==> config.mk <==
export PLATFORM = sky130hd
export DESIGN_NAME = masked_byte_signature_scanner_flat
export DESIGN_NICKNAME = d
export VERILOG_FILES = /design/src/mbss_pkg.sv /design/src/mbss_if.sv /design/src/mbss_ctrl.sv /design/src/mbss_datapath.sv /design/src/masked_byte_signature_scanner.sv /design/src/flat_wrapper.sv
export SDC_FILE = /design/constraint.sdc
export NUM_CORES = 2
export LEC_CHECK = 0
export CORE_MARGIN = 5
export CORE_UTILIZATION = 35
export CTS_BUF_LIST = sky130_fd_sc_hd__clkbuf_4 sky130_fd_sc_hd__clkbuf_8
export DETAILED_ROUTE_END_ITERATION = 10
export DONT_BUFFER_PORTS = 1
export GPL_TIMING_DRIVEN = 0
export SLEW_MARGIN = 20
export SYNTH_ARGS = -nofsm -noshare
export SYNTH_HDL_FRONTEND = slang
export SYNTH_SLANG_ARGS = --single-unit
==> constraint.sdc <==
create_clock -name clk -period 8 [get_ports clk]
set_clock_uncertainty 0.1 [all_clocks]
set_input_delay 0.8 -clock clk [delete_from_list [all_inputs] [get_ports clk]]
set_output_delay 0.8 -clock clk [all_outputs]
set_load 0.1 [all_outputs]
==> src/mbss_pkg.sv <==
`timescale 1ns / 1ps
// ----------------------------------------------------------------------------
// mbss_pkg: shared types and constants of the masked byte signature scanner
// Result codes, text characters, controller states and the command and status
// groups between the controller and the datapath.
// ----------------------------------------------------------------------------
package mbss_pkg;

  localparam logic [1:0] STATUS_OK    = 2'd0;
  localparam logic [1:0] STATUS_ERR   = 2'd1;
  localparam logic [1:0] STATUS_MATCH = 2'd2;
  localparam logic [1:0] STATUS_NONE  = 2'd3;

  localparam logic [7:0] CH_NUL   = 8'h00;
  localparam logic [7:0] CH_SPACE = 8'h20;
  localparam logic [7:0] CH_QMARK = 8'h3F;
  localparam logic [7:0] CH_0     = 8'h30;
  localparam logic [7:0] CH_9     = 8'h39;
  localparam logic [7:0] CH_LA    = 8'h61;
  localparam logic [7:0] CH_LF    = 8'h66;
  localparam logic [7:0] CH_UA    = 8'h41;
  localparam logic [7:0] CH_UF    = 8'h46;

  localparam logic [7:0] NIB_LO = 8'h0F;
  localparam logic [7:0] NIB_HI = 8'hF0;

  // nibble code 16 marks a character that is not a hex digit
  localparam logic [4:0] NIB_BAD = 5'd16;

  typedef enum logic [1:0] {
    S_IDLE,
    S_CMP,
    S_EMIT
  } ctl_state_t;

  typedef struct packed {
    logic       take;
    logic       cmp_start;
    logic       cmp_run;
    logic       set_reported;
    logic       scan_clear;
    logic       out_load;
    logic [1:0] code;
  } ctl_cmd_t;

  typedef struct packed {
    logic term;
    logic good;
    logic is_region;
    logic is_last;
    logic cmp_go;
    logic reported;
    logic cmp_hit;
    logic cmp_miss;
  } dp_stat_t;

  function automatic logic [4:0] nibble_of(input logic [7:0] c);
    logic [4:0] n;
    n = NIB_BAD;
    if (c >= CH_0 && c <= CH_9) begin
      n = 5'(c - CH_0);
    end else if (c >= CH_LA && c <= CH_LF) begin
      n = 5'(8'd10 + (c - CH_LA));
    end else if (c >= CH_UA && c <= CH_UF) begin
      n = 5'(8'd10 + (c - CH_UA));
    end
    return n;
  endfunction

endpackage

==> src/mbss_if.sv <==
`timescale 1ns / 1ps
// ----------------------------------------------------------------------------
// mbss_if: valid/ready channels of the signature scanner
// Input item channel, result channel and base address write channel.
// ----------------------------------------------------------------------------
interface mbss_in_if;
  logic       valid;
  logic       ready;
  logic       action;
  logic [7:0] value;
  logic       last;

  modport source (output valid, action, value, last, input ready);
  modport sink   (input valid, action, value, last, output ready);
endinterface

interface mbss_out_if;
  logic        valid;
  logic        ready;
  logic [1:0]  status;
  logic [6:0]  pattern_length;
  logic [47:0] match_address;

  modport source (output valid, status, pattern_length, match_address, input ready);
  modport sink   (input valid, status, pattern_length, match_address, output ready);
endinterface

interface mbss_cfg_if;
  logic        valid;
  logic        ready;
  logic [47:0] data;

  modport source (output valid, data, input ready);
  modport sink   (input valid, data, output ready);
endinterface

==> src/mbss_ctrl.sv <==
`timescale 1ns / 1ps
// ----------------------------------------------------------------------------
// mbss_ctrl: controller of the signature scanner
// Takes input beats, runs the window compare and hands results to the output
// register.
// ----------------------------------------------------------------------------
module mbss_ctrl (
  input  logic              clk,
  input  logic              rst_n,
  input  logic              in_valid,
  output logic              in_ready,
  output logic              out_valid,
  input  logic              out_ready,
  input  mbss_pkg::dp_stat_t stat,
  output mbss_pkg::ctl_cmd_t cmd
);
  import mbss_pkg::*;

  ctl_state_t state_r, state_nxt;
  logic [1:0] code_r, code_nxt;
  logic       clr_r, clr_nxt;
  logic       last_r, last_nxt;
  logic       out_valid_r, out_valid_nxt;

  always_ff @(posedge clk) begin
    if (!rst_n) begin
      state_r     <= S_IDLE;
      code_r      <= STATUS_OK;
      clr_r       <= 1'b0;
      last_r      <= 1'b0;
      out_valid_r <= 1'b0;
    end else begin
      state_r     <= state_nxt;
      code_r      <= code_nxt;
      clr_r       <= clr_nxt;
      last_r      <= last_nxt;
      out_valid_r <= out_valid_nxt;
    end
  end

  always_comb begin
    state_nxt     = state_r;
    code_nxt      = code_r;
    clr_nxt       = clr_r;
    last_nxt      = last_r;
    out_valid_nxt = out_valid_r && !out_ready;
    cmd           = '0;
    in_ready      = 1'b0;
    case (state_r)
      S_IDLE: begin
        in_ready = 1'b1;
        if (in_valid) begin
          cmd.take = 1'b1;
          if (stat.term) begin
            code_nxt  = stat.good ? STATUS_OK : STATUS_ERR;
            clr_nxt   = 1'b0;
            state_nxt = S_EMIT;
          end else if (stat.is_region) begin
            if (stat.cmp_go) begin
              cmd.cmp_start = 1'b1;
              last_nxt      = stat.is_last;
              state_nxt     = S_CMP;
            end else if (stat.is_last) begin
              if (stat.reported) begin
                cmd.scan_clear = 1'b1;
              end else begin
                code_nxt  = STATUS_NONE;
                clr_nxt   = 1'b1;
                state_nxt = S_EMIT;
              end
            end
          end
        end
      end
      S_CMP: begin
        cmd.cmp_run = 1'b1;
        if (stat.cmp_hit) begin
          cmd.set_reported = 1'b1;
          code_nxt         = STATUS_MATCH;
          clr_nxt          = last_r;
          state_nxt        = S_EMIT;
        end else if (stat.cmp_miss) begin
          if (last_r) begin
            code_nxt  = STATUS_NONE;
            clr_nxt   = 1'b1;
            state_nxt = S_EMIT;
          end else begin
            state_nxt = S_IDLE;
          end
        end
      end
      S_EMIT: begin
        // wait for a free output register, then end the scan if the beat was final
        if (!out_valid_r || out_ready) begin
          cmd.out_load   = 1'b1;
          cmd.code       = code_r;
          cmd.scan_clear = clr_r;
          out_valid_nxt  = 1'b1;
          state_nxt      = S_IDLE;
        end
      end
      default: begin
        state_nxt = S_IDLE;
      end
    endcase
  end

  assign out_valid = out_valid_r;

endmodule

==> src/mbss_datapath.sv <==
`timescale 1ns / 1ps
// ----------------------------------------------------------------------------
// mbss_datapath: text parser, pattern memory, byte window and compare
// Builds masked pattern bytes from text beats, keeps the recent region bytes
// in a ring memory and compares one pattern byte per cycle.
// ----------------------------------------------------------------------------
module mbss_datapath #(
  parameter int MAX_PATTERN_BYTES = 64,
  parameter int OFFSET_BITS       = 32
) (
  input  logic               clk,
  input  logic               rst_n,
  input  mbss_pkg::ctl_cmd_t cmd,
  output mbss_pkg::dp_stat_t stat,
  input  logic               in_action,
  input  logic [7:0]         in_value,
  input  logic               in_last,
  input  logic               cfg_we,
  input  logic [47:0]        cfg_data,
  output logic [1:0]         out_status,
  output logic [6:0]         out_pattern_length,
  output logic [47:0]        out_match_address
);
  import mbss_pkg::*;

  localparam int LEN_W = $clog2(MAX_PATTERN_BYTES + 1);
  localparam int IDX_W = (MAX_PATTERN_BYTES > 1) ? $clog2(MAX_PATTERN_BYTES) : 1;
  localparam int RING  = 1 << IDX_W;
  localparam int BS_W  = OFFSET_BITS + 1;

  // pattern memory entry: value in the high byte, mask in the low byte
  logic [15:0] pat_mem [MAX_PATTERN_BYTES];
  logic [7:0]  ring_mem [RING];

  logic             tip_r, tip_nxt;
  logic [LEN_W-1:0] hl_r, hl_nxt;
  logic             err_r, err_nxt;
  logic             rdy_r, rdy_nxt;
  logic [1:0]       cnt_r, cnt_nxt;
  logic [7:0]       first_r, first_nxt;
  logic [7:0]       second_r, second_nxt;
  logic [BS_W-1:0]  bs_r, bs_nxt;
  logic             rep_r, rep_nxt;
  logic [IDX_W-1:0] wptr_r, wptr_nxt;
  logic [47:0]      base_r, base_nxt;
  logic [LEN_W-1:0] rd_idx_r, rd_idx_nxt;
  logic [IDX_W-1:0] win_ptr_r, win_ptr_nxt;
  logic             issue_r, issue_nxt;
  logic             dv_r, dv_nxt;
  logic             dlast_r, dlast_nxt;
  logic [15:0]      pat_q_r;
  logic [7:0]       win_q_r;
  logic [1:0]       ost_r;
  logic [6:0]       olen_r;
  logic [47:0]      oaddr_r;

  // text parsing view, with a fresh signature starting from cleared state
  logic [LEN_W-1:0] eff_hl, hl_after, hl_m1;
  logic             eff_err, err_after;
  logic [1:0]       eff_cnt;
  logic [7:0]       eff_first, eff_second;
  logic [4:0]       n1, n2;
  logic             ok1, ok2, tok_ok, tok_store, tok_err, is_sep, is_nul;
  logic [7:0]       tok_val, tok_msk;
  logic             take_text, take_region;
  logic             in_range;
  logic [BS_W-1:0]  bs_inc;
  logic             mism;
  logic [47:0]      match_addr;
  logic [BS_W-1:0]  offs;

  assign take_text   = cmd.take && !in_action;
  assign take_region = cmd.take && in_action;

  assign eff_hl     = tip_r ? hl_r : '0;
  assign eff_err    = tip_r && err_r;
  assign eff_cnt    = tip_r ? cnt_r : 2'd0;
  assign eff_first  = tip_r ? first_r : CH_NUL;
  assign eff_second = tip_r ? second_r : CH_NUL;

  assign is_nul = (in_value == CH_NUL);
  assign is_sep = is_nul || (in_value == CH_SPACE);

  assign n1  = nibble_of(eff_first);
  assign n2  = nibble_of(eff_second);
  assign ok1 = (n1 != NIB_BAD) || (eff_first == CH_QMARK);
  assign ok2 = (n2 != NIB_BAD) || (eff_second == CH_QMARK);

  always_comb begin
    tok_ok  = 1'b0;
    tok_val = 8'h00;
    tok_msk = 8'h00;
    case (eff_cnt)
      2'd1: begin
        tok_ok = ok1;
        if (n1 != NIB_BAD) begin
          tok_val = {4'h0, n1[3:0]};
          tok_msk = NIB_LO;
        end
      end
      2'd2: begin
        tok_ok = ok1 && ok2;
        if (n1 != NIB_BAD) begin
          tok_val = tok_val | {n1[3:0], 4'h0};
          tok_msk = tok_msk | NIB_HI;
        end
        if (n2 != NIB_BAD) begin
          tok_val = tok_val | {4'h0, n2[3:0]};
          tok_msk = tok_msk | NIB_LO;
        end
      end
      default: begin
        tok_ok = 1'b0;
      end
    endcase
  end

  assign tok_store = is_sep && (eff_cnt != 2'd0) && tok_ok &&
                     (eff_hl < LEN_W'(MAX_PATTERN_BYTES));
  assign tok_err   = is_sep && (eff_cnt != 2'd0) && !tok_store;
  assign hl_after  = eff_hl + LEN_W'(tok_store);
  assign err_after = eff_err || tok_err;
  assign hl_m1     = hl_r - LEN_W'(1);

  // offsets past the counter range never match, and the count saturates
  assign in_range = !bs_r[OFFSET_BITS];
  assign bs_inc   = in_range ? bs_r + BS_W'(1) : bs_r;

  assign mism = |((win_q_r ^ pat_q_r[15:8]) & pat_q_r[7:0]);

  assign stat.term      = !in_action && is_nul;
  assign stat.good      = !err_after && (hl_after != '0);
  assign stat.is_region = in_action;
  assign stat.is_last   = in_action && in_last;
  assign stat.cmp_go    = in_action && rdy_r && !rep_r && in_range && (hl_r != '0) &&
                          (bs_inc >= BS_W'(hl_r));
  assign stat.reported  = rep_r;
  assign stat.cmp_hit   = dv_r && !mism && dlast_r;
  assign stat.cmp_miss  = dv_r && mism;

  always_comb begin
    tip_nxt     = tip_r;
    hl_nxt      = hl_r;
    err_nxt     = err_r;
    rdy_nxt     = rdy_r;
    cnt_nxt     = cnt_r;
    first_nxt   = first_r;
    second_nxt  = second_r;
    bs_nxt      = bs_r;
    rep_nxt     = rep_r;
    wptr_nxt    = wptr_r;
    base_nxt    = cfg_we ? cfg_data : base_r;
    rd_idx_nxt  = rd_idx_r;
    win_ptr_nxt = win_ptr_r;
    issue_nxt   = issue_r;
    dv_nxt      = dv_r;
    dlast_nxt   = dlast_r;

    if (take_text) begin
      tip_nxt = !is_nul;
      hl_nxt  = hl_after;
      err_nxt = err_after;
      if (is_nul) begin
        rdy_nxt = stat.good;
      end else if (!tip_r) begin
        rdy_nxt = 1'b0;
      end
      if (is_sep) begin
        cnt_nxt    = 2'd0;
        first_nxt  = CH_NUL;
        second_nxt = CH_NUL;
      end else begin
        first_nxt  = (eff_cnt == 2'd0) ? in_value : eff_first;
        second_nxt = (eff_cnt == 2'd1) ? in_value : eff_second;
        cnt_nxt    = (eff_cnt == 2'd3) ? 2'd3 : eff_cnt + 2'd1;
      end
      if (!tip_r) begin
        bs_nxt  = '0;
        rep_nxt = 1'b0;
      end
    end

    if (take_region) begin
      bs_nxt   = bs_inc;
      wptr_nxt = wptr_r + IDX_W'(1);
    end

    if (cmd.cmp_start) begin
      // oldest byte of the window that ends at the byte written this cycle
      rd_idx_nxt  = '0;
      win_ptr_nxt = wptr_r + IDX_W'(1) - hl_r[IDX_W-1:0];
      issue_nxt   = 1'b1;
      dv_nxt      = 1'b0;
      dlast_nxt   = 1'b0;
    end else if (cmd.cmp_run) begin
      dv_nxt = issue_r;
      if (issue_r) begin
        rd_idx_nxt  = rd_idx_r + LEN_W'(1);
        win_ptr_nxt = win_ptr_r + IDX_W'(1);
        dlast_nxt   = (rd_idx_r == hl_m1);
        issue_nxt   = (rd_idx_r != hl_m1);
      end
    end

    if (cmd.set_reported) begin
      rep_nxt = 1'b1;
    end
    if (cmd.scan_clear) begin
      bs_nxt  = '0;
      rep_nxt = 1'b0;
    end
  end

  always_ff @(posedge clk) begin
    if (!rst_n) begin
      tip_r    <= 1'b0;
      hl_r     <= '0;
      err_r    <= 1'b0;
      rdy_r    <= 1'b0;
      cnt_r    <= 2'd0;
      first_r  <= CH_NUL;
      second_r <= CH_NUL;
      bs_r     <= '0;
      rep_r    <= 1'b0;
      wptr_r   <= '0;
      base_r   <= '0;
      issue_r  <= 1'b0;
      dv_r     <= 1'b0;
      dlast_r  <= 1'b0;
    end else begin
      tip_r    <= tip_nxt;
      hl_r     <= hl_nxt;
      err_r    <= err_nxt;
      rdy_r    <= rdy_nxt;
      cnt_r    <= cnt_nxt;
      first_r  <= first_nxt;
      second_r <= second_nxt;
      bs_r     <= bs_nxt;
      rep_r    <= rep_nxt;
      wptr_r   <= wptr_nxt;
      base_r   <= base_nxt;
      issue_r  <= issue_nxt;
      dv_r     <= dv_nxt;
      dlast_r  <= dlast_nxt;
    end
  end

  always_ff @(posedge clk) begin
    rd_idx_r  <= rd_idx_nxt;
    win_ptr_r <= win_ptr_nxt;
  end

  always_ff @(posedge clk) begin
    if (take_text && tok_store) begin
      pat_mem[eff_hl[IDX_W-1:0]] <= {tok_val, tok_msk};
    end
  end

  always_ff @(posedge clk) begin
    if (take_region) begin
      ring_mem[wptr_r] <= in_value;
    end
  end

  always_ff @(posedge clk) begin
    if (cmd.cmp_run && issue_r) begin
      pat_q_r <= pat_mem[rd_idx_r[IDX_W-1:0]];
      win_q_r <= ring_mem[win_ptr_r];
    end
  end

  assign offs       = bs_r - BS_W'(hl_r);
  assign match_addr = base_r + 48'(offs);

  always_ff @(posedge clk) begin
    if (cmd.out_load) begin
      ost_r   <= cmd.code;
      olen_r  <= 7'(hl_r);
      oaddr_r <= (cmd.code == STATUS_MATCH) ? match_addr : 48'd0;
    end
  end

  assign out_status         = ost_r;
  assign out_pattern_length = olen_r;
  assign out_match_address  = oaddr_r;

endmodule

==> src/masked_byte_signature_scanner.sv <==
`timescale 1ns / 1ps
// ----------------------------------------------------------------------------
// masked_byte_signature_scanner: masked byte pattern search over a region
// Parses a hex text signature into masked bytes, then scans region bytes for
// the first position where all masked bytes match.
// ----------------------------------------------------------------------------
// Usage:
//   in_bus  carries one beat per text character (action 0) or region byte
//           (action 1, last marks the final byte of a region).
//   out_bus returns at most one result per input beat: pattern ok/error at
//           the text terminator, match address, or no match at the last byte.
//   cfg_bus writes region_base and is always ready; the user must write it
//           only while idle, as the block itself does not enforce this.
//   a text character is taken in the idle state; the terminator goes through
//   the emit state for its result. A region byte with a compare due goes on to
//   the window compare, which reads one pattern byte and one window byte per
//   cycle from the two memories while no new beat is taken.
// Reset clears the parser, the scan state, region_base and the output valid flag;
// pattern and window memories need no clearing.
// A stalled receiver holds the result in the output register; the next beat is
// still taken and processed, and only a second result waits for the register.
// ----------------------------------------------------------------------------
module masked_byte_signature_scanner #(
  parameter int MAX_PATTERN_BYTES = 64,
  parameter int OFFSET_BITS       = 32
) (
  input  logic       clk,
  input  logic       rst_n,
  mbss_in_if.sink    in_bus,
  mbss_out_if.source out_bus,
  mbss_cfg_if.sink   cfg_bus
);
  import mbss_pkg::*;

  ctl_cmd_t cmd;
  dp_stat_t stat;

  assign cfg_bus.ready = 1'b1;

  mbss_ctrl u_ctrl (
    .clk       (clk),
    .rst_n     (rst_n),
    .in_valid  (in_bus.valid),
    .in_ready  (in_bus.ready),
    .out_valid (out_bus.valid),
    .out_ready (out_bus.ready),
    .stat      (stat),
    .cmd       (cmd)
  );

  mbss_datapath #(
    .MAX_PATTERN_BYTES (MAX_PATTERN_BYTES),
    .OFFSET_BITS       (OFFSET_BITS)
  ) u_datapath (
    .clk                (clk),
    .rst_n              (rst_n),
    .cmd                (cmd),
    .stat               (stat),
    .in_action          (in_bus.action),
    .in_value           (in_bus.value),
    .in_last            (in_bus.last),
    .cfg_we             (cfg_bus.valid),
    .cfg_data           (cfg_bus.data),
    .out_status         (out_bus.status),
    .out_pattern_length (out_bus.pattern_length),
    .out_match_address  (out_bus.match_address)
  );

endmodule
==> src/flat_wrapper.sv <==
// flat-port wrapper written by rule: the top's interface ports become plain ports
module masked_byte_signature_scanner_flat import mbss_pkg::*;
#(
  parameter int MAX_PATTERN_BYTES = 64,
  parameter int OFFSET_BITS       = 32
)
  (clk, rst_n, in_bus_valid, in_bus_action, in_bus_value, in_bus_last, in_bus_ready, out_bus_valid, out_bus_status, out_bus_pattern_length, out_bus_match_address, out_bus_ready, cfg_bus_valid, cfg_bus_data, cfg_bus_ready);
  mbss_in_if in_bus_i ();
  mbss_out_if out_bus_i ();
  mbss_cfg_if cfg_bus_i ();
  input  logic clk;
  input  logic rst_n;
  input wire logic [$bits(in_bus_i.valid)-1:0] in_bus_valid;
  input wire logic [$bits(in_bus_i.action)-1:0] in_bus_action;
  input wire logic [$bits(in_bus_i.value)-1:0] in_bus_value;
  input wire logic [$bits(in_bus_i.last)-1:0] in_bus_last;
  output wire logic [$bits(in_bus_i.ready)-1:0] in_bus_ready;
  output wire logic [$bits(out_bus_i.valid)-1:0] out_bus_valid;
  output wire logic [$bits(out_bus_i.status)-1:0] out_bus_status;
  output wire logic [$bits(out_bus_i.pattern_length)-1:0] out_bus_pattern_length;
  output wire logic [$bits(out_bus_i.match_address)-1:0] out_bus_match_address;
  input wire logic [$bits(out_bus_i.ready)-1:0] out_bus_ready;
  input wire logic [$bits(cfg_bus_i.valid)-1:0] cfg_bus_valid;
  input wire logic [$bits(cfg_bus_i.data)-1:0] cfg_bus_data;
  output wire logic [$bits(cfg_bus_i.ready)-1:0] cfg_bus_ready;
  assign in_bus_i.valid = in_bus_valid;
  assign in_bus_i.action = in_bus_action;
  assign in_bus_i.value = in_bus_value;
  assign in_bus_i.last = in_bus_last;
  assign in_bus_ready = in_bus_i.ready;
  assign out_bus_valid = out_bus_i.valid;
  assign out_bus_status = out_bus_i.status;
  assign out_bus_pattern_length = out_bus_i.pattern_length;
  assign out_bus_match_address = out_bus_i.match_address;
  assign out_bus_i.ready = out_bus_ready;
  assign cfg_bus_i.valid = cfg_bus_valid;
  assign cfg_bus_i.data = cfg_bus_data;
  assign cfg_bus_ready = cfg_bus_i.ready;
  masked_byte_signature_scanner #(.MAX_PATTERN_BYTES(MAX_PATTERN_BYTES), .OFFSET_BITS(OFFSET_BITS)) u_core (.clk(clk), .rst_n(rst_n), .in_bus(in_bus_i), .out_bus(out_bus_i), .cfg_bus(cfg_bus_i));
endmodule
# --- After elaboration in Yosys (flattened, before gate mapping) ---
# Memories as Yosys holds them, arrays and structs flattened. A register that Yosys moved wholly into a read port is not among the register bits.
# Index checks and enable logic that the tools add are counted.
classes:
  n_eq_ne: 26
  n_reduce_logical: 64
  n_mux: 95
  addsub: 20
  n_lt_le_gt_ge: 14
  n_bitwise: 5
ops:
  columns: ["operator", "count"]
  rows:
  - ["2-to-1 mux 33 bit", 4]
  - ["2-to-1 mux 8 bit", 10]
  - ["2-to-1 mux 2 bit", 25]
  - ["adder 48 x 33 -> 48 bit", 1]
  - ["2-to-1 mux 1 bit", 34]
  - ["adder 33 x 1 -> 33 bit (second input constant)", 1]
  - [">= comparator 33 x 7 -> 1 bit", 1]
  - ["subtractor 33 x 7 -> 33 bit", 1]
  - [">= comparator 8 x 7 -> 1 bit (second input constant)", 4]
  - ["<= comparator 8 x 7 -> 1 bit (second input constant)", 4]
  - ["case mux 8 bit (2 select lines)", 2]
  - ["2-to-1 mux 5 bit", 6]
  - ["logical AND 1 bit", 28]
  - ["equality test 8 x 6 -> 1 bit (second input constant)", 3]
  - ["adder 4 x 5 -> 5 bit (first input constant)", 4]
  - ["subtractor 5 x 1 -> 5 bit (second input constant)", 4]
  - ["2-to-1 mux 6 bit", 3]
  - [">= comparator 8 x 6 -> 1 bit (second input constant)", 2]
  - ["<= comparator 8 x 6 -> 1 bit (second input constant)", 2]
  - ["2-to-1 mux 4 bit", 4]
  - ["!= test 3 x 2 -> 1 bit (second input constant)", 5]
  - ["nonzero test 7 bit", 2]
  - ["adder 6 x 1 -> 6 bit (second input constant)", 2]
  - ["nonzero test 2 bit", 6]
  - ["other kinds (35)", 66]
word_totals:
  mem_count: 2
  in_bits: 63
  mem_bits_rw: 1536
  regBits: 196
  out_inout_bits: 60
mem_list:
  columns: ["memory", "words", "word_bits", "read_ports", "rd_clocked_by_memory_dff", "wr", "line", "text"]
  rows:
  - ["u_core.u_datapath.pat_mem", 64, 16, 1, 1, 1, "mbss_datapath.sv:32", "logic [15:0] pat_mem [MAX_PATTERN_BYTES];"]
  - ["u_core.u_datapath.ring_mem", 64, 8, 1, 1, 1, "mbss_datapath.sv:33", "logic [7:0] ring_mem [RING];"]

# --- Depth between registers and ports, before layout ---
depth:
  depth_word: 21
  mapped_depth: 24
  depth_no_buf: 23

# --- Hierarchy ---
# A second synthesis with hierarchy kept.
hier_totals:
  cells_unflattened: 3355
  hier_area_um2: 57754.1
modules_own_cells:
  columns: ["mod", "cells_each", "seq_area_each_um2", "area_each_um2", "instances"]
  rows:
  - ["mbss_datapath", 3302, 39547.9, 57335.0, 1]
  - ["mbss_ctrl", 51, 140.1, 407.9, 1]
  - ["masked_byte_signature_scanner", 2, 0.0, 11.3, 1]

# --- Worst setup path before layout ---
# No wires, ideal clock.
synth_timing:
  kind: "register -> register"
  from: "reg u_core.u_datapath.hl_r[2]"
  to: "reg u_core.u_datapath.oaddr_r[46], in the netlist u_core.u_datapath.out_match_address[46] (data pin)"
  arrival_ps: 4669
  path_slack_ps: 2965
  stages_incl_launch_ff: 23
  t_required_ps: 7634
  setup_ps: 266
  period_less_slack_ps: 5035
  n_path_buf: 2
  path_cell_list: "dfxtp_1 clkbuf_1 clkinv_1 ha_1 o21ai_0 a21boi_0 o21ai_0 a21boi_0 o21a_1 nor4_1 clkbuf_1 nand3_1 xnor2_1 ha_1 a21o_1 a21o_1 a21oi_1 o32ai_1 a211oi_1 o31a_1 nor3b_1 xnor2_1 nor2_1"
synth_between:
  elab_chain_len: 2
synth_lines:
  columns: ["element", "line", "text"]
  rows:
  - ["from (decl)", "mbss_datapath.sv:36", "logic [LEN_W-1:0] hl_r, hl_nxt;"]
  - ["from (signal assigned)", "mbss_datapath.sv:232", "hl_r <= hl_nxt;"]
  - ["subtractor 33 x 7 -> 33 bit", "mbss_datapath.sv:272", "assign offs = bs_r - BS_W'(hl_r);"]
  - ["adder 48 x 33 -> 48 bit", "mbss_datapath.sv:273", "assign match_addr = base_r + 48'(offs);"]
  - ["to (signal assigned)", "mbss_datapath.sv:279", "oaddr_r <= (cmd.code == STATUS_MATCH) ? match_addr : 48'd0;"]
  - ["to (decl)", "mbss_datapath.sv:55", "logic [47:0] oaddr_r;"]
# No other way between the ends.
# A chain may end at the register's enable or synchronous reset.

# --- Final worst setup path ---
# Same ends and word-level chain as after synthesis.

==> flow_results.xml <==
<?xml version="1.0" encoding="UTF-8"?>
<metrics>
  <group name="place">
    <metric name="post_detailed_placement_half_perimeter_wirelength" unit="um">94500</metric>
    <metric name="number_of_port_buffers" unit="">0</metric>
    <metric name="globalplace.congestion" unit="">0.883</metric>
  </group>
  <group name="clock_tree">
    <metric name="cts-root-to-sink-buffers" unit="">3</metric>
    <metric name="clock_tree.htree_level_count" unit="">4</metric>
    <metric name="postCtsResizedCells" unit="">0</metric>
    <metric name="cts_post_setup_buffers_inserted" unit="">0</metric>
    <metric name="cts.clk_slew.worst_paths" unit="ns">0.07</metric>
    <metric name="cts_root_buffer" unit="">clkbuf_8</metric>
    <metric name="cts_tree" unit="">built</metric>
    <metric name="cts_made_buffers" unit="">202</metric>
    <metric name="insertion_delay_to_the_later_sink_of_the_worst_skew_pair" unit="ns">0.93</metric>
    <metric name="cts_hold_buf" unit="">60</metric>
    <metric name="cts_num_sinks" unit="">1366</metric>
  </group>
  <group name="timing">
    <metric name="max_freq" unit="GHz">0.139</metric>
    <metric name="final-hold-violation-count" unit="">0</metric>
    <metric name="period_minus_slack" unit="ns">7.19</metric>
    <metric name="worst_pin_slew" unit="ns">1.10</metric>
    <metric name="final_hold_slack" unit="ns">0.126</metric>
    <metric name="finalSetupViolations" unit="">0</metric>
    <metric name="timing.setup.tns" unit="ns">0</metric>
    <metric name="finalMaxSlewViolations" unit="">0</metric>
    <metric name="timing.slew.headroom" unit="%">25.7</metric>
    <metric name="min_period_over_period" unit="%">89.9</metric>
    <metric name="grt_setup_unrepaired" unit="">false</metric>
  </group>
  <group name="setup_path">
    <metric name="end_kind" unit="">flip-flop</metric>
    <metric name="cp.arrival" unit="ns">7.73</metric>
    <metric name="crit_path_max_fanout" unit="">10</metric>
    <metric name="worst_ep_required_time" unit="ns">8.54</metric>
    <metric name="criticalPathCategory" unit="">flip-flop to flip-flop</metric>
    <metric name="critical_path.startpoint_type" unit="">flip-flop</metric>
  </group>
  <group name="logic_synthesis">
    <metric name="ys_seq_area_share" unit="%">69.2</metric>
    <metric name="ys_ff_latch" unit="">1366</metric>
    <metric name="post-synth-top-area-fraction" unit="%">64.5</metric>
    <metric name="synthArstFlopShare" unit="%">0</metric>
    <metric name="post_synth_main_area_contributors" unit="">edfxtp_1 (65%), mux4_2 (15%), dfxtp_1 (4.6%)</metric>
    <metric name="yosysUniqueCellTypes" unit="">86</metric>
    <metric name="synth-adder-area-share" unit="%">1.61</metric>
    <metric name="synth_fp_nets" unit="">3400</metric>
    <metric name="dominant_combinational_cell_family_by_area_after_synthesis" unit="">multiplexers</metric>
    <metric name="number_of_flops_mapped_to_enable_cells_by_yosys" unit="">1233</metric>
    <metric name="synthFlopType" unit="">edfxtp_1</metric>
    <metric name="synth_mux_area_share" unit="%">15.8</metric>
    <metric name="synth-compound-area-share" unit="%">3.39</metric>
    <metric name="synthesis.area_per_instance" unit="um2">17.6</metric>
    <metric name="synthCells" unit="">3265</metric>
    <metric name="ys_warn_count" unit="">0</metric>
    <metric name="synth_xor_xnor_area_share" unit="%">2.01</metric>
    <metric name="post_synth_and_or_nand_nor_area_fraction" unit="%">6.41</metric>
    <metric name="synth.cell_area" unit="um2">57400</metric>
    <metric name="yosys_top_cell_by_area" unit="">edfxtp_1</metric>
  </group>
  <group name="grt">
    <metric name="layer_with_the_highest_usage" unit="">met2</metric>
    <metric name="via_count_of_the_first_global_routing_pass" unit="">30833</metric>
    <metric name="globalRouteOverflowTotal" unit="">0</metric>
    <metric name="antenna_found_initial" unit="">3</metric>
    <metric name="grt_usage" unit="%">16.4</metric>
    <metric name="grtUsageMet3" unit="%">2.63</metric>
    <metric name="grt_use_met1" unit="%">23.3</metric>
    <metric name="grt_first_pass_wirelength" unit="um">211000</metric>
    <metric name="global_route.usage.met2" unit="%">25.9</metric>
    <metric name="grt_max_degree" unit="">69</metric>
  </group>
  <group name="finish">
    <metric name="final_nets" unit="">3683</metric>
    <metric name="final_core_util" unit="%">40.2</metric>
    <metric name="area_growth" unit="%">14.2</metric>
    <metric name="drive_above_1_share" unit="%">21.8</metric>
  </group>
  <group name="detailed_routing">
    <metric name="detail-route-antenna-nets" unit="">0</metric>
    <metric name="postRouteWirelength" unit="um">145000</metric>
    <metric name="drt_first_iter_violations" unit="">3082</metric>
    <metric name="detail_route.first_pass.iterations" unit="">5</metric>
    <metric name="vias" unit="">31344</metric>
    <metric name="via_per_inst" unit="">5.32</metric>
    <metric name="wire_per_inst" unit="um">24.5</metric>
    <metric name="drcViolationCount" unit="">0</metric>
  </group>
  <group name="power">
    <metric name="p_leak" unit="nW">20.9</metric>
    <metric name="vdd_drop_max" unit="mV">0.199</metric>
    <metric name="power_per_cell_area" unit="nW/um2">212</metric>
  </group>
  <group name="die">
    <metric name="core-area" unit="um2">163000</metric>
    <metric name="design.die.area" unit="um2">172000</metric>
    <metric name="vertical_extent_of_the_die" unit="um">415</metric>
    <metric name="io-pin-count" unit="">123</metric>
    <metric name="num_rows" unit="">148</metric>
    <metric name="floorplan.initialDensity" unit="%">35.2</metric>
    <metric name="fp.dieW" unit="um">415</metric>
  </group>
  <group name="outcome">
    <metric name="outcome" unit="">complete, no violations</metric>
  </group>
  <group name="min_path">
    <metric name="min-delay-path-class" unit="">primary input to flip-flop</metric>
  </group>
  <group name="job">
    <metric name="max_cap_viol_count" unit="">0</metric>
  </group>
</metrics>
==> logic make-up (layout without fill, tap and decap cells) <==
family                   after synthesis  count (layout)
flip-flops                          1366            1366
AND/OR/NAND/NOR                      738             738
multiplexers                         435             435
AO/OA/AOI/OAI                        298             298
buffers and inverters                223             669
XOR/XNOR                             132             132
adder cells (fa/ha/maj)               72              72
other                                  1               6
==> cell usage in the layout, fill, tap and decap left out, types with 26 or more instances in the layout <==
cell type,count
a21oi_1,74
buf_1,26
buf_2,26
clkbuf_1,124
clkbuf_4,77
clkbuf_8,205
clkinv_1,42
dfxtp_1,133
dlygate4sd3_1,52
edfxtp_1,1233
ha_1,69
inv_1,34
mux2i_1,55
mux4_2,378
nand2_1,128
nand3_1,45
nand4_1,39
nor2_1,253
nor2b_1,87
nor3_1,41
o21ai_0,64
xnor2_1,79
xor2_1,53
==> flip-flops by register name, indices dropped and copies added, names as in the netlist, 6 cells and up <==
| name | flops |
|---|---|
| u_core.u_datapath.base_r | 48 |
| u_core.u_datapath.bs_r | 33 |
| u_core.u_datapath.first_r | 8 |
| u_core.u_datapath.hl_r | 7 |
| u_core.u_datapath.out_match_address | 48 |
| u_core.u_datapath.out_pattern_length | 7 |
| u_core.u_datapath.pat_mem | 640 |
| u_core.u_datapath.pat_q_r | 10 |
| u_core.u_datapath.rd_idx_r | 7 |
| u_core.u_datapath.ring_mem | 512 |
| u_core.u_datapath.second_r | 8 |
| u_core.u_datapath.win_ptr_r | 6 |
| u_core.u_datapath.win_q_r | 8 |
| u_core.u_datapath.wptr_r | 6 |
==> per-stage QoR <==
stage               instances  instance area, um2  setup slack [ns]  total power [mW]
floorplan                3265               57400              2.96              8.07
global placement         5440               60100             0.445              8.12
detailed placement       5459               60600             0.963              8.13
CTS                      5886               65500             0.926              14.0
global route             5890               65500             0.347              14.3
finish                   5891               65500             0.807              13.9
==> metal layers <==
metal / wire, um / share of wire [%]
met4: 3990 / 2.8
met1: 63600 / 44
met3: 8620 / 6.0
met2: 68300 / 47
met5: 0 / 0
==> power breakdown <==
group	leakage (nW)	internal, mW	total [mW]	switching (mW)
clock network	2.18	3.06	5.81	2.74
logic	6.35	0.0959	0.273	0.177
registers	12.4	7.73	7.79	0.0554
total	20.9	10.9	13.9	2.98
==> worst max-delay path, cell delays in order, from the launching register on <==
cell	delay, ns
dfxtp_1	0.37
clkbuf_1	0.38
clkinv_1	0.52
ha_1	0.50
o21ai_0	0.12
a21boi_0	0.15
o21ai_0	0.24
a21boi_0	0.16
o21a_1	0.23
nor4_1	0.73
clkbuf_1	0.47
xor2_1	0.20
ha_1	0.39
nand2_1	0.16
o32ai_1	0.34
a21oi_1	0.13
o211ai_1	0.53
a211oi_1	0.23
o31a_1	0.47
nor3b_1	0.30
xnor2_1	0.15
nor2_1	0.05
==> final timing paths <==
check	start	endpoint	depth (start not counted)	slack, ns
worst max-delay path	u_core.u_datapath.hl_r[2]	u_core.u_datapath.out_match_address[46]	21	0.81
worst max register to register	u_core.u_datapath.hl_r[2]	u_core.u_datapath.out_match_address[46]	21	0.81
worst min-delay path	in_bus_value[4]	u_core.u_datapath.ring_mem[0][4]	1	0.13
worst min register to register	u_core.u_ctrl.clr_r	u_core.u_ctrl.clr_r	2	0.36
==> synthesized netlist by cell type, types with 17 or more instances <==
library cell / n
xor2_1: 53
nor4_1: 17
o21ai_0: 64
and3_1: 19
mux2i_1: 55
edfxtp_1: 1233
mux4_2: 378
nand3_1: 45
nand4_1: 39
clkbuf_1: 126
buf_2: 25
dfxtp_1: 133
nor3_1: 42
and2_1: 24
nand2_1: 128
nor2b_1: 93
ha_1: 69
a21o_1: 23
inv_1: 34
nor2_1: 258
a21oi_1: 74
buf_1: 27
xnor2_1: 79
==> area by class of cell <==
type,count,area (um2)
diodes,5,12.5
multi-input cells,1676,16900
inverters,36,135
well taps,2175,2720
plain buffers,187,769
clock buffers,282,3400
flip-flops and latches,1366,39700
repair buffers,79,1200
clock inverters,85,727
fillers,14761,97400
Note: power is estimated with default switching activity, not from simulation.
